===== src/rtl/cac_pkg.sv =====
// Shared types, register codes and helpers of the cartridge address counter.
package cac_pkg;

   localparam int unsigned AddrWidth    = 21;
   localparam int unsigned BlockWidth   = 8;
   localparam int unsigned CounterWidth = 11;
   localparam int unsigned ShiftWidth   = 4;
   localparam int unsigned CsrAddrWidth = 4;
   localparam int unsigned CsrDataWidth = 32;

   localparam logic [ShiftWidth-1:0] PageShiftReset = 4'd10;
   localparam logic [ShiftWidth-1:0] PageShiftMin   = 4'd8;
   localparam logic [ShiftWidth-1:0] PageShiftMax   = 4'd11;
   localparam logic [AddrWidth-1:0]  AuxPages       = 21'd256;

   localparam logic [1:0] RegPageSizeLog2 = 2'd0;
   localparam logic [1:0] RegAuxBankEn    = 2'd1;
   localparam logic [1:0] RegCartSize     = 2'd2;

   localparam logic [0:0] OpStrobe = 1'b0;
   localparam logic [0:0] OpRead   = 1'b1;

   localparam int unsigned SysctlClockBit = 0;
   localparam int unsigned SysctlPowerBit = 1;
   localparam int unsigned IoShiftBit     = 1;
   localparam int unsigned IoBankSelBit   = 4;

   typedef struct packed {
      logic [ShiftWidth-1:0] page_size_log2;
      logic                  aux_bank_enable;
      logic [AddrWidth-1:0]  cart_size;
   } cfg_type;

   typedef struct packed {
      logic [0:0] op;
      logic [7:0] sysctl;
      logic [7:0] io_data;
   } item_type;

   typedef struct packed {
      logic [AddrWidth-1:0]    byte_address;
      logic                    address_valid;
      logic [BlockWidth-1:0]   block_number;
      logic [CounterWidth-1:0] byte_counter;
   } result_type;

   function automatic logic [ShiftWidth-1:0] page_shift(input logic [ShiftWidth-1:0] log2_value);
      logic [ShiftWidth-1:0] shift;
      shift = log2_value;
      if (log2_value < PageShiftMin || log2_value > PageShiftMax) begin
         shift = PageShiftReset;
      end
      return shift;
   endfunction

endpackage


===== src/rtl/cartridge_address_counter_core.sv =====
// Top level of the cartridge address counter: input register, datapath, result register.
// A request is captured in the input register, its result in the result register.
// Throughput: one transaction per cycle unless a response waits, set by the state update.
// A waiting response holds the datapath; the input register takes one more request and then
// stalls the request side. Synchronous active-high reset clears block, counter, clock history,
// the configuration registers (page size 1024 bytes) and both valid flags.
module cartridge_address_counter_core (
   input  logic                             clock,
   input  logic                             reset,
   input  logic                             req_valid,
   output logic                             req_ready,
   input  logic [0:0]                       req_op,
   input  logic [7:0]                       req_sysctl,
   input  logic [7:0]                       req_io_data,
   output logic                             rsp_valid,
   input  logic                             rsp_ready,
   output logic [cac_pkg::AddrWidth-1:0]    rsp_byte_address,
   output logic                             rsp_address_valid,
   output logic [cac_pkg::BlockWidth-1:0]   rsp_block_number,
   output logic [cac_pkg::CounterWidth-1:0] rsp_byte_counter,
   input  logic                             csr_psel,
   input  logic                             csr_penable,
   input  logic                             csr_pwrite,
   input  logic [cac_pkg::CsrAddrWidth-1:0] csr_paddr,
   input  logic [cac_pkg::CsrDataWidth-1:0] csr_pwdata,
   output logic [cac_pkg::CsrDataWidth-1:0] csr_prdata,
   output logic                             csr_pready
);

   cac_pkg::cfg_type    cfg;
   cac_pkg::item_type   item_ff;
   cac_pkg::result_type result;
   cac_pkg::result_type result_ff;
   logic                item_valid_ff;
   logic                rsp_valid_ff;
   logic                out_advance;
   logic                step_en;

   assign out_advance = !rsp_valid_ff || rsp_ready;
   assign step_en     = item_valid_ff && out_advance;
   assign req_ready   = !item_valid_ff || out_advance;

   cac_csr u_csr (
      .clock       (clock),
      .reset       (reset),
      .csr_psel    (csr_psel),
      .csr_penable (csr_penable),
      .csr_pwrite  (csr_pwrite),
      .csr_paddr   (csr_paddr),
      .csr_pwdata  (csr_pwdata),
      .csr_prdata  (csr_prdata),
      .csr_pready  (csr_pready),
      .cfg         (cfg)
   );

   cac_datapath u_datapath (
      .clock   (clock),
      .reset   (reset),
      .step_en (step_en),
      .item    (item_ff),
      .cfg     (cfg),
      .result  (result)
   );

   always_ff @(posedge clock) begin
      if (reset) begin
         item_valid_ff <= 1'b0;
         rsp_valid_ff  <= 1'b0;
      end else begin
         if (req_ready) begin
            item_valid_ff <= req_valid;
         end
         if (out_advance) begin
            rsp_valid_ff <= item_valid_ff;
         end
      end
   end

   always_ff @(posedge clock) begin
      if (req_valid && req_ready) begin
         item_ff.op      <= req_op;
         item_ff.sysctl  <= req_sysctl;
         item_ff.io_data <= req_io_data;
      end
      if (step_en) begin
         result_ff <= result;
      end
   end

   assign rsp_valid         = rsp_valid_ff;
   assign rsp_byte_address  = result_ff.byte_address;
   assign rsp_address_valid = result_ff.address_valid;
   assign rsp_block_number  = result_ff.block_number;
   assign rsp_byte_counter  = result_ff.byte_counter;

endmodule


===== src/rtl/cac_csr.sv =====
// Configuration register file with its APB-style access port.
module cac_csr (
   input  logic                                clock,
   input  logic                                reset,
   input  logic                                csr_psel,
   input  logic                                csr_penable,
   input  logic                                csr_pwrite,
   input  logic [cac_pkg::CsrAddrWidth-1:0]    csr_paddr,
   input  logic [cac_pkg::CsrDataWidth-1:0]    csr_pwdata,
   output logic [cac_pkg::CsrDataWidth-1:0]    csr_prdata,
   output logic                                csr_pready,
   output cac_pkg::cfg_type                    cfg
);

   cac_pkg::cfg_type cfg_ff;
   cac_pkg::cfg_type cfg_in;
   logic             write_en;
   logic [1:0]       reg_index;

   assign write_en  = csr_psel && csr_penable && csr_pwrite;
   assign reg_index = csr_paddr[3:2];

   always_comb begin
      cfg_in = cfg_ff;
      if (write_en) begin
         case (reg_index)
            cac_pkg::RegPageSizeLog2: begin
               cfg_in.page_size_log2 = csr_pwdata[cac_pkg::ShiftWidth-1:0];
            end
            cac_pkg::RegAuxBankEn: begin
               cfg_in.aux_bank_enable = csr_pwdata[0];
            end
            cac_pkg::RegCartSize: begin
               cfg_in.cart_size = csr_pwdata[cac_pkg::AddrWidth-1:0];
            end
            default: begin
               cfg_in = cfg_ff;
            end
         endcase
      end
   end

   always_ff @(posedge clock) begin
      if (reset) begin
         cfg_ff.page_size_log2  <= cac_pkg::PageShiftReset;
         cfg_ff.aux_bank_enable <= 1'b0;
         cfg_ff.cart_size       <= '0;
      end else begin
         cfg_ff <= cfg_in;
      end
   end

   always_comb begin
      case (reg_index)
         cac_pkg::RegPageSizeLog2: begin
            csr_prdata = 32'(cfg_ff.page_size_log2);
         end
         cac_pkg::RegAuxBankEn: begin
            csr_prdata = 32'(cfg_ff.aux_bank_enable);
         end
         cac_pkg::RegCartSize: begin
            csr_prdata = 32'(cfg_ff.cart_size);
         end
         default: begin
            csr_prdata = '0;
         end
      endcase
   end

   assign csr_pready = 1'b1;
   assign cfg        = cfg_ff;

endmodule


===== src/rtl/cac_datapath.sv =====
// Block/counter state and address computation for one transaction.
module cac_datapath (
   input  logic                clock,
   input  logic                reset,
   input  logic                step_en,
   input  cac_pkg::item_type   item,
   input  cac_pkg::cfg_type    cfg,
   output cac_pkg::result_type result
);

   logic [cac_pkg::BlockWidth-1:0]   block_ff,   block_in;
   logic [cac_pkg::CounterWidth-1:0] counter_ff, counter_in;
   logic                             clock_bit_ff, clock_bit_in;

   logic [cac_pkg::ShiftWidth-1:0]   shift;
   logic [cac_pkg::CounterWidth-1:0] mask;
   logic [cac_pkg::AddrWidth-1:0]    block_base;
   logic [cac_pkg::AddrWidth-1:0]    aux_base;
   logic [cac_pkg::AddrWidth-1:0]    addr;
   logic                             power;
   logic                             sclk;

   assign shift = cac_pkg::page_shift(cfg.page_size_log2);
   assign mask  = cac_pkg::CounterWidth'((12'd1 << shift) - 12'd1);
   assign power = item.sysctl[cac_pkg::SysctlPowerBit];
   assign sclk  = item.sysctl[cac_pkg::SysctlClockBit];

   assign block_base = cac_pkg::AddrWidth'(block_ff) << shift;
   assign aux_base   = (cfg.aux_bank_enable && item.io_data[cac_pkg::IoBankSelBit])
                       ? (cac_pkg::AuxPages << shift) : '0;
   assign addr       = block_base + cac_pkg::AddrWidth'(counter_ff & mask) + aux_base;

   always_comb begin
      block_in     = block_ff;
      counter_in   = counter_ff;
      clock_bit_in = clock_bit_ff;
      result       = '0;
      case (item.op)
         cac_pkg::OpStrobe: begin
            if (power) begin
               if (sclk && !clock_bit_ff) begin
                  block_in   = {block_ff[cac_pkg::BlockWidth-2:0],
                                item.io_data[cac_pkg::IoShiftBit]};
                  counter_in = '0;
               end
            end else begin
               block_in   = '0;
               counter_in = '0;
            end
            clock_bit_in = sclk;
         end
         cac_pkg::OpRead: begin
            counter_in           = (counter_ff + 11'd1) & mask;
            result.byte_address  = addr;
            result.address_valid = addr < cfg.cart_size;
         end
         default: begin
            block_in = block_ff;
         end
      endcase
      result.block_number = block_in;
      result.byte_counter = counter_in;
   end

   always_ff @(posedge clock) begin
      if (reset) begin
         block_ff     <= '0;
         counter_ff   <= '0;
         clock_bit_ff <= 1'b0;
      end else if (step_en) begin
         block_ff     <= block_in;
         counter_ff   <= counter_in;
         clock_bit_ff <= clock_bit_in;
      end
   end

endmodule


===== config.mk =====
export PLATFORM = sky130hd
export DESIGN_NAME = cartridge_address_counter_core
export DESIGN_NICKNAME = d
export VERILOG_FILES = /design/src/rtl/cac_pkg.sv /design/src/rtl/cartridge_address_counter_core.sv /design/src/rtl/cac_csr.sv /design/src/rtl/cac_datapath.sv
export SDC_FILE = /design/constraint.sdc
export NUM_CORES = 1
export LEC_CHECK = 0
export BUFFER_PORTS_ARGS = -buffer_cell sky130_fd_sc_hd__buf_4
export CELL_PAD_IN_SITES_DETAIL_PLACEMENT = 1
export CELL_PAD_IN_SITES_GLOBAL_PLACEMENT = 1
export CORE_MARGIN = 8
export CORE_UTILIZATION = 44
export DETAILED_ROUTE_END_ITERATION = 6
export PLACE_DENSITY_LB_ADDON = 0.08
export SLEW_MARGIN = 0
export SYNTH_ARGS = -nofsm -noshare
export SYNTH_HDL_FRONTEND = slang
export SYNTH_SLANG_ARGS = --single-unit
export TNS_END_PERCENT = 30

===== constraint.sdc =====
create_clock -name clock -period 6.4 [get_ports clock]
set_input_delay 1.92 -clock clock [delete_from_list [all_inputs] [get_ports clock]]
set_output_delay 1.92 -clock clock [all_outputs]
set_load 0.01 [all_outputs]

==> results of run 1 <==
[flip-flops by register name, summed over array words and instances (netlist names)]
register	count
u_datapath.clock_bit_ff	1
item_ff	5
rsp_valid	1
rsp_byte_counter	11
rsp_byte_address	21
rsp_block_number	8
u_datapath.counter_ff	11
u_csr.cfg	26
item_valid_ff	1
u_datapath.block_ff	8
rsp_address_valid	1
[power by group through the flow]
stage          Clock, uW  Sequential [uW]  Combinational (uW)
4_1_cts              567              664                 188
5_1_grt              592              665                 208
2_1_floorplan          0              680                 116
3_5_place_dp           0              677                 187
6_report             561              663                 187
3_3_place_gp           0              676                 179
[per-layer routing]
metal	share of wire	up-vias	track usage
met5	0	-	0
met4	0.015	0	0.0606
met3	0.031	21	0.0291
met2	0.52	78	0.321
met1	0.43	2436	0.217
li1	-	2479	-
[kinds of logic (layout without fill, tap and decap cells)]
group / Yosys count / after routing / synth area share
and+or+nand+nor: 261 / 261 / 0.207
adders and majority gates: 62 / 62 / 0.134
muxes: 28 / 28 / 0.0469
DFF: 94 / 94 / 0.390
other: 2 / 31 / 0.00125
buffers and inverters: 81 / 156 / 0.0586
xor gates and xnor gates: 14 / 14 / 0.0204
AOI/OAI and AO/OA: 126 / 126 / 0.142
[worst min path at each step]
stage,from,endpoint,depth (start not counted)
after floorplan,u_csr.cfg[10],u_csr.cfg[10],2
after global placement,u_datapath.clock_bit_ff,u_datapath.clock_bit_ff,2
after detailed placement,u_csr.cfg[6],u_csr.cfg[6],2
after global routing,u_csr.cfg[6],u_csr.cfg[6],2
after CTS,u_csr.cfg[6],u_csr.cfg[6],2
final,u_csr.cfg[6],u_csr.cfg[6],2
[worst reg2reg max path, cell delays in order (launching register included)]
cell and delay, ns:
dfxtp_1 0.41, and3b_1 0.45, nand3_1 0.13, o31ai_1 0.13, nand2_1 0.15, fa_1 0.56, inv_1 0.05, ha_1 0.39
a21oi_1 0.20, nand2_1 0.10, a221o_1 0.35, a31oi_4 0.25, o21ai_1 0.11, xnor2_1 0.15, ha_1 0.31, and3_1 0.16
nand3_1 0.10, nor3_1 0.19, a21oi_1 0.12, o221a_2 0.27
[cells in the mapped netlist (8+ instances only)]
cell type / number
nand2_1: 104
nand4_1: 10
edfxtp_1: 46
mux2i_1: 27
o21ai_0: 15
nor2_1: 49
ha_1: 58
nand3_1: 18
a21o_1: 13
and2_1: 40
nor3_1: 10
nor2b_1: 8
inv_1: 37
clkbuf_1: 29
a21oi_1: 52
xnor2_1: 8
buf_4: 12
dfxtp_1: 48
[layout make-up]
cell class / count / area (um2)
tap: 176 / 220
multi-input combinational: 522 / 3420
inverter: 38 / 143
timing repair buffer: 102 / 766
sequential: 94 / 2340
clock buffer: 15 / 310
clock inverter: 1 / 6.26
fill: 1583 / 6080
[metrics by stage]
stage          instance area [um2]  std cells  utilization  hold WS [ns]  total power [uW]
4_1_cts                       7210        948        0.542         0.475              1420
3_3_place_gp                  6900        932        0.519         0.459               855
2_1_floorplan                 6110        697            -         0.445               796
6_report                      7210        948        0.542         0.472              1410
3_5_place_dp                  6900        932        0.519         0.465               863
5_1_grt                       7210        948        0.542         0.488              1470
==> flow_summary.yaml, run 1 <==
status:
  run_status: "complete, no violations"
clock_network:
  cts_resized: 0
  clk_pin_slew_ns: 0.06
  htree_num_levels: 3
  clock_latency_ns: 0.34
  clock_sinks: 94
  cts_made_buffers: 9
  cts_tree: "built"
  cts-hold-fix-buffers: 0
  ctsLongestPathBuffers: 2
  root_buffer: "clkbuf_16"
  cts_setup_buffers: 0
pwr:
  combPwrFrac: 0.133
  power_frac_clock: 0.397
  ir_worst_vdd_uv: 109
  p_switching_uw: 347
  leakage_uw: 0.00309
  p_int_uw: 1060
  seqPwrFrac: 0.470
  powerDensity_mw_per_mm2: 196
  swShare: 0.246
job:
  drv_cap: 0
critical_path:
  crit_buf_inv: 2
  crit_top_cell: "buf_4"
  slowest_stage: "nor2b_1"
  cp-end-kind: "output pin"
  cp_num_cells: 5
  r2r-end: "rsp_address_valid"
  path_max_fanout: 19
  crit_arrival_ns: 3.32
  timing.reg2reg.setup_slack_ns: 1.57
  worstSetupEndpoint: "csr_prdata[0]"
  crit_chain: "buf_4 -> nor2b_1 -> nand2_1 -> o21ai_0 -> buf_4"
  cp_data_required_time_ns: 4.48
  reg2regPathDepth: 19
  r2r-start: "u_csr.cfg[25]"
  crit_type: "input port to output pin"
  critPathLaunchType: "input port"
  crit_start: "csr_paddr[3]"
  cp_top_family: "simple AND/OR/NAND/NOR gates"
  cpPeakStageDelay_ns: 0.86
route:
  postRouteAntennaNets: 0
  vias_per_cell: 5.29
  drc: 0
  first_pass_iters: 4
  wire_per_inst_um: 16.9
  wl_um: 16100
  drt_iter0_drc: 184
  num_vias: 5014
floorplan:
  rows: 42
  ios: 136
  dieArea_mm2: 0.0176
  die_h_um: 133
  die_x_um: 133
  core-area_mm2: 0.0133
  start_util: 0.452
sta:
  relSlewSlack: 0.121
  setup-violations-final: 0
  fin_crit_sh: 0.818
  finClkSkew_ns: 0.00536
  slew_violations: 0
  max_freq_mhz: 191
  setup_ws_ns: 1.16
  rsz0062_at_grt: "false"
  fin_setup_tns_ns: 0
  max_slew.worst_pin.slew_ns: 1.31
  hold_viol: 0
  period_needed_ns: 5.24
logic_synthesis:
  synth_area_leaders: "edfxtp_1, dfxtp_1, ha_1, nand2_1, mux2i_1"
  yosysTopAreaCellShare: 0.230
  synth_cell_types: 64
  synthFlopType: "dfxtp_1"
  synth_edf_count: 46
  netlist_area_mm2: 0.00600
  async_flop_share: 0
  synth_top_area_cell: "edfxtp_1"
  synth-seq-cells: 94
  ys_seq_area_frac: 0.390
  ys_warn_count: 0
  postSynthCellCount: 668
  syn_area_per_cell_um2: 8.99
final_layout:
  diodes: 0
  nets: 889
  final_common_cell: "nand2_1"
  final_layout_size_suffix_gt1_frac: 0.179
  syn_to_final_growth_pct: 20.1
  final_cell_mix: "nand2_1, buf_4, ha_1, a21oi_1, nor2_1"
grt:
  grt_pass1_vias: 5205
  grt_overflow: 0
  grt_max_degree: 49
  antenna_found_initial: 0
  grt_pass1_wl_um: 26100
  track_usage: 0.181
place:
  portBuffers: 98
  gp_congestion: 0.825
  place_hpwl_um: 12400
  dp_worst_setup_slack_ns: 1.17
worst_hold_path:
  hold_class: "flop to flop"
No activity file was read; power rests on OpenSTA's default activity.
==> run 2: changes to the inputs <==
Settings changed: ABC_AREA from default to 1, CORE_UTILIZATION 44 to 36.
Clock period 6.4 ns to 4.7 ns, I/O delays scaled along.
==> run 2 against run 1 <==
  * Utilization decreased by 10 points
  * Synthesized cell count increased by 28%
  * Cell count increased by 26%
  * Sequential share of layout area shrank 1.7 points
  * Combinational power rose to 2.6 times the previous value
  * Clock-buffer cell count decreased by 6
==> flow_summary.yaml, run 2 <==
status:
  run_status: "complete, no violations"
critical_path:
  critPathLaunchType: "flop"
  path_max_fanout: 18
  slowest_stage: "fa_1"
  crit_arrival_ns: 4.12
  crit_top_cell: "nand2_1"
  timing.reg2reg.setup_slack_ns: 0.69
  crit_type: "flop to flop"
  cp-end-kind: "flop"
  crit_start: "u_csr.cfg[25]"
  r2r-end: "rsp_address_valid"
  reg2regPathDepth: 20
  cpPeakStageDelay_ns: 0.55
  crit_chain: "nand3_2 -> o21ai_0 -> nand3_1 -> fa_1 -> inv_1 -> ha_1 -> nand2_1 -> nand2_1 -> a21oi_2 -> inv_1 -> a21oi_1 -> nand3b_1 -> nand2_1 -> inv_1 -> ha_1 -> nand2_1 -> o21ai_0 -> nand2_1 -> o2111ai_1 -> a21oi_1"
  cp_data_required_time_ns: 4.81
  worstSetupEndpoint: "rsp_address_valid"
  r2r-start: "u_csr.cfg[25]"
pwr:
  combPwrFrac: 0.224
  p_int_uw: 1450
  power_frac_clock: 0.342
  power.total_uw: 2140
  swShare: 0.321
  leakage_uw: 0.00382
  powerDensity_mw_per_mm2: 282
  seqPwrFrac: 0.434
  p_switching_uw: 688
  ir_worst_vdd_uv: 191
route:
  drc: 0
  first_pass_iters: 4
  drt_iter0_drc: 185
  wl_um: 18000
  vias_per_cell: 4.73
  postRouteAntennaNets: 0
  wire_per_inst_um: 15.1
  num_vias: 5632
clock_network:
  clock_latency_ns: 0.35
  clk_pin_slew_ns: 0.07
  cts_made_buffers: 9
  cts-hold-fix-buffers: 0
  cts_resized: 0
  root_buffer: "clkbuf_16"
  htree_num_levels: 3
  cts_setup_buffers: 0
  clock_sinks: 94
  cts_tree: "built"
  ctsLongestPathBuffers: 2
logic_synthesis:
  yosysTopAreaCellShare: 0.218
  synth-seq-cells: 94
  synth_edf_count: 46
  synth-compound-area-share: 0.134
  yosysMostFrequentCell: "nand2_1"
  ys_seq_area_frac: 0.370
  synth_top_family_by_area: "simple AND/OR/NAND/NOR gates"
  synth_area_leaders: "edfxtp_1, dfxtp_1, ha_1, nand2_1, inv_1"
  synth_cell_types: 37
  synthTopCellsByCount: "nand2_1, inv_1, a21oi_1"
  synth-xor-area-share: 0.0111
  synthFlopType: "dfxtp_1"
  postSynthCellCount: 856
  syn_area_per_cell_um2: 7.40
  synth_simple_gate_area_frac: 0.237
  synth_mux_area_frac: 0.00316
  synth_top_area_cell: "edfxtp_1"
  ys_warn_count: 0
  synth_fa_ha_area_frac: 0.127
  async_flop_share: 0
  netlist_area_mm2: 0.00633
grt:
  track_usage: 0.167
  grt_pass1_wl_um: 29600
  grt_max_degree: 42
  grt_pass1_vias: 5772
  grt_overflow: 0
  antenna_found_initial: 0
sta:
  hold_viol: 0
  fin_crit_sh: 0.854
  hold_ws_ns: 0.457
  relSlewSlack: 0.280
  rsz0062_at_grt: "false"
  period_needed_ns: 4.01
  setup_ws_ns: 0.685
  max_slew.worst_pin.slew_ns: 1.08
  setup-violations-final: 0
  max_freq_mhz: 249
  slew_violations: 0
  finClkSkew_ns: 0.0105
  fin_setup_tns_ns: 0
final_layout:
  final_cell_mix: "nand2_1, inv_1, buf_4, a21oi_1, nor2_1"
  diodes: 0
  nets: 1083
  largest_reg_flops: 26
  final_layout_size_suffix_gt1_frac: 0.158
  fin_area_mm2: 0.00760
  syn_to_final_growth_pct: 20.0
  n_fill_cell: 2174
  final_common_cell: "nand2_1"
floorplan:
  die_h_um: 149
  die_x_um: 149
  rows: 48
  dieArea_mm2: 0.0221
  ios: 136
  core-area_mm2: 0.0172
  start_util: 0.368
place:
  place_hpwl_um: 14500
  portBuffers: 98
  gp_congestion: 0.817
  dp_worst_setup_slack_ns: 0.728
  dpl_cell_area_mm2: 0.00731
worst_hold_path:
  hold_class: "flop to flop"
  min_from: "u_datapath.clock_bit_ff"
job:
  drv_cap: 0
-- run 2: cell count changes in the layout (fill, tap and decap cells not counted), moves of 7 or more --
cell | before | now
a21o_1 | 13 | 1
mux2i_1 | 27 | 2
o21ai_0 | 15 | 59
and2_1 | 40 | 4
nand2_2 | 0 | 9
a21oi_1 | 52 | 78
nand3_1 | 18 | 32
nand2_1 | 104 | 188
nor2b_1 | 8 | 0
nor2_1 | 49 | 77
xnor2_1 | 8 | 1
inv_1 | 37 | 139
-- run 2: how the worst min path moves through the flow --
stage / to / depth (start not counted)
after floorplan: u_datapath.clock_bit_ff / 2
after global placement: u_datapath.clock_bit_ff / 2
after detailed placement: u_datapath.clock_bit_ff / 2
after CTS: u_datapath.clock_bit_ff / 2
after global routing: u_datapath.clock_bit_ff / 2
final: u_datapath.clock_bit_ff / 2
-- run 2: power groups by stage --
stage | registers [uW] | clock network (uW) | logic [uW]
finish | 931 | 732 | 480
global route | 936 | 791 | 551
CTS | 931 | 765 | 485
detailed placement | 950 | 0 | 481
global placement | 949 | 0 | 470
floorplan | 953 | 0 | 314
-- run 2: cell type report --
type | instances | area (um2) | area share
Sequential cell | 94 | 2340 | 0.308
Clock inverter | 7 | 67.6 | 0.00889
Tap cell | 225 | 282 | 0.0370
Multi-Input combinational cell | 609 | 3370 | 0.443
Inverter | 146 | 548 | 0.0721
Timing Repair Buffer | 101 | 771 | 0.101
Clock buffer | 9 | 225 | 0.0296
-- run 2: stage by stage --
stage / utilization / cells
after global routing: 0.441 / 1191
after CTS: 0.441 / 1191
after detailed placement: 0.424 / 1175
after global placement: 0.424 / 1175
after floorplan: - / 885
final: 0.441 / 1191
-- run 2: per-layer routing --
metal / track usage / wire length (um)
met1: 0.198 / 8160
met2: 0.304 / 9100
met3: 0.0280 / 525
met4: 0.0464 / 206
met5: 0 / 0
-- run 2: cell families (layout without fill, tap and decap cells) --
family          count (synthesis)  in the layout
compound gates                160            160
xor+xnor                        8              8
fa+ha+maj                      62             62
buf+inv                       182            263
flops                          94             94
mux                             2              2
other cells                     2             31
simple gates                  346            346
-- run 2: critical path, delay by kind of cell (launching register included) --
| kind | cells | cell delay (ns) |
|---|---|---|
| buffers and inverters | 3 | 0.18 |
| DFF | 1 | 0.42 |
| AOI/OAI and AO/OA | 6 | 1.00 |
| adders and majority gates | 3 | 1.20 |
| and+or+nand+nor | 8 | 0.97 |
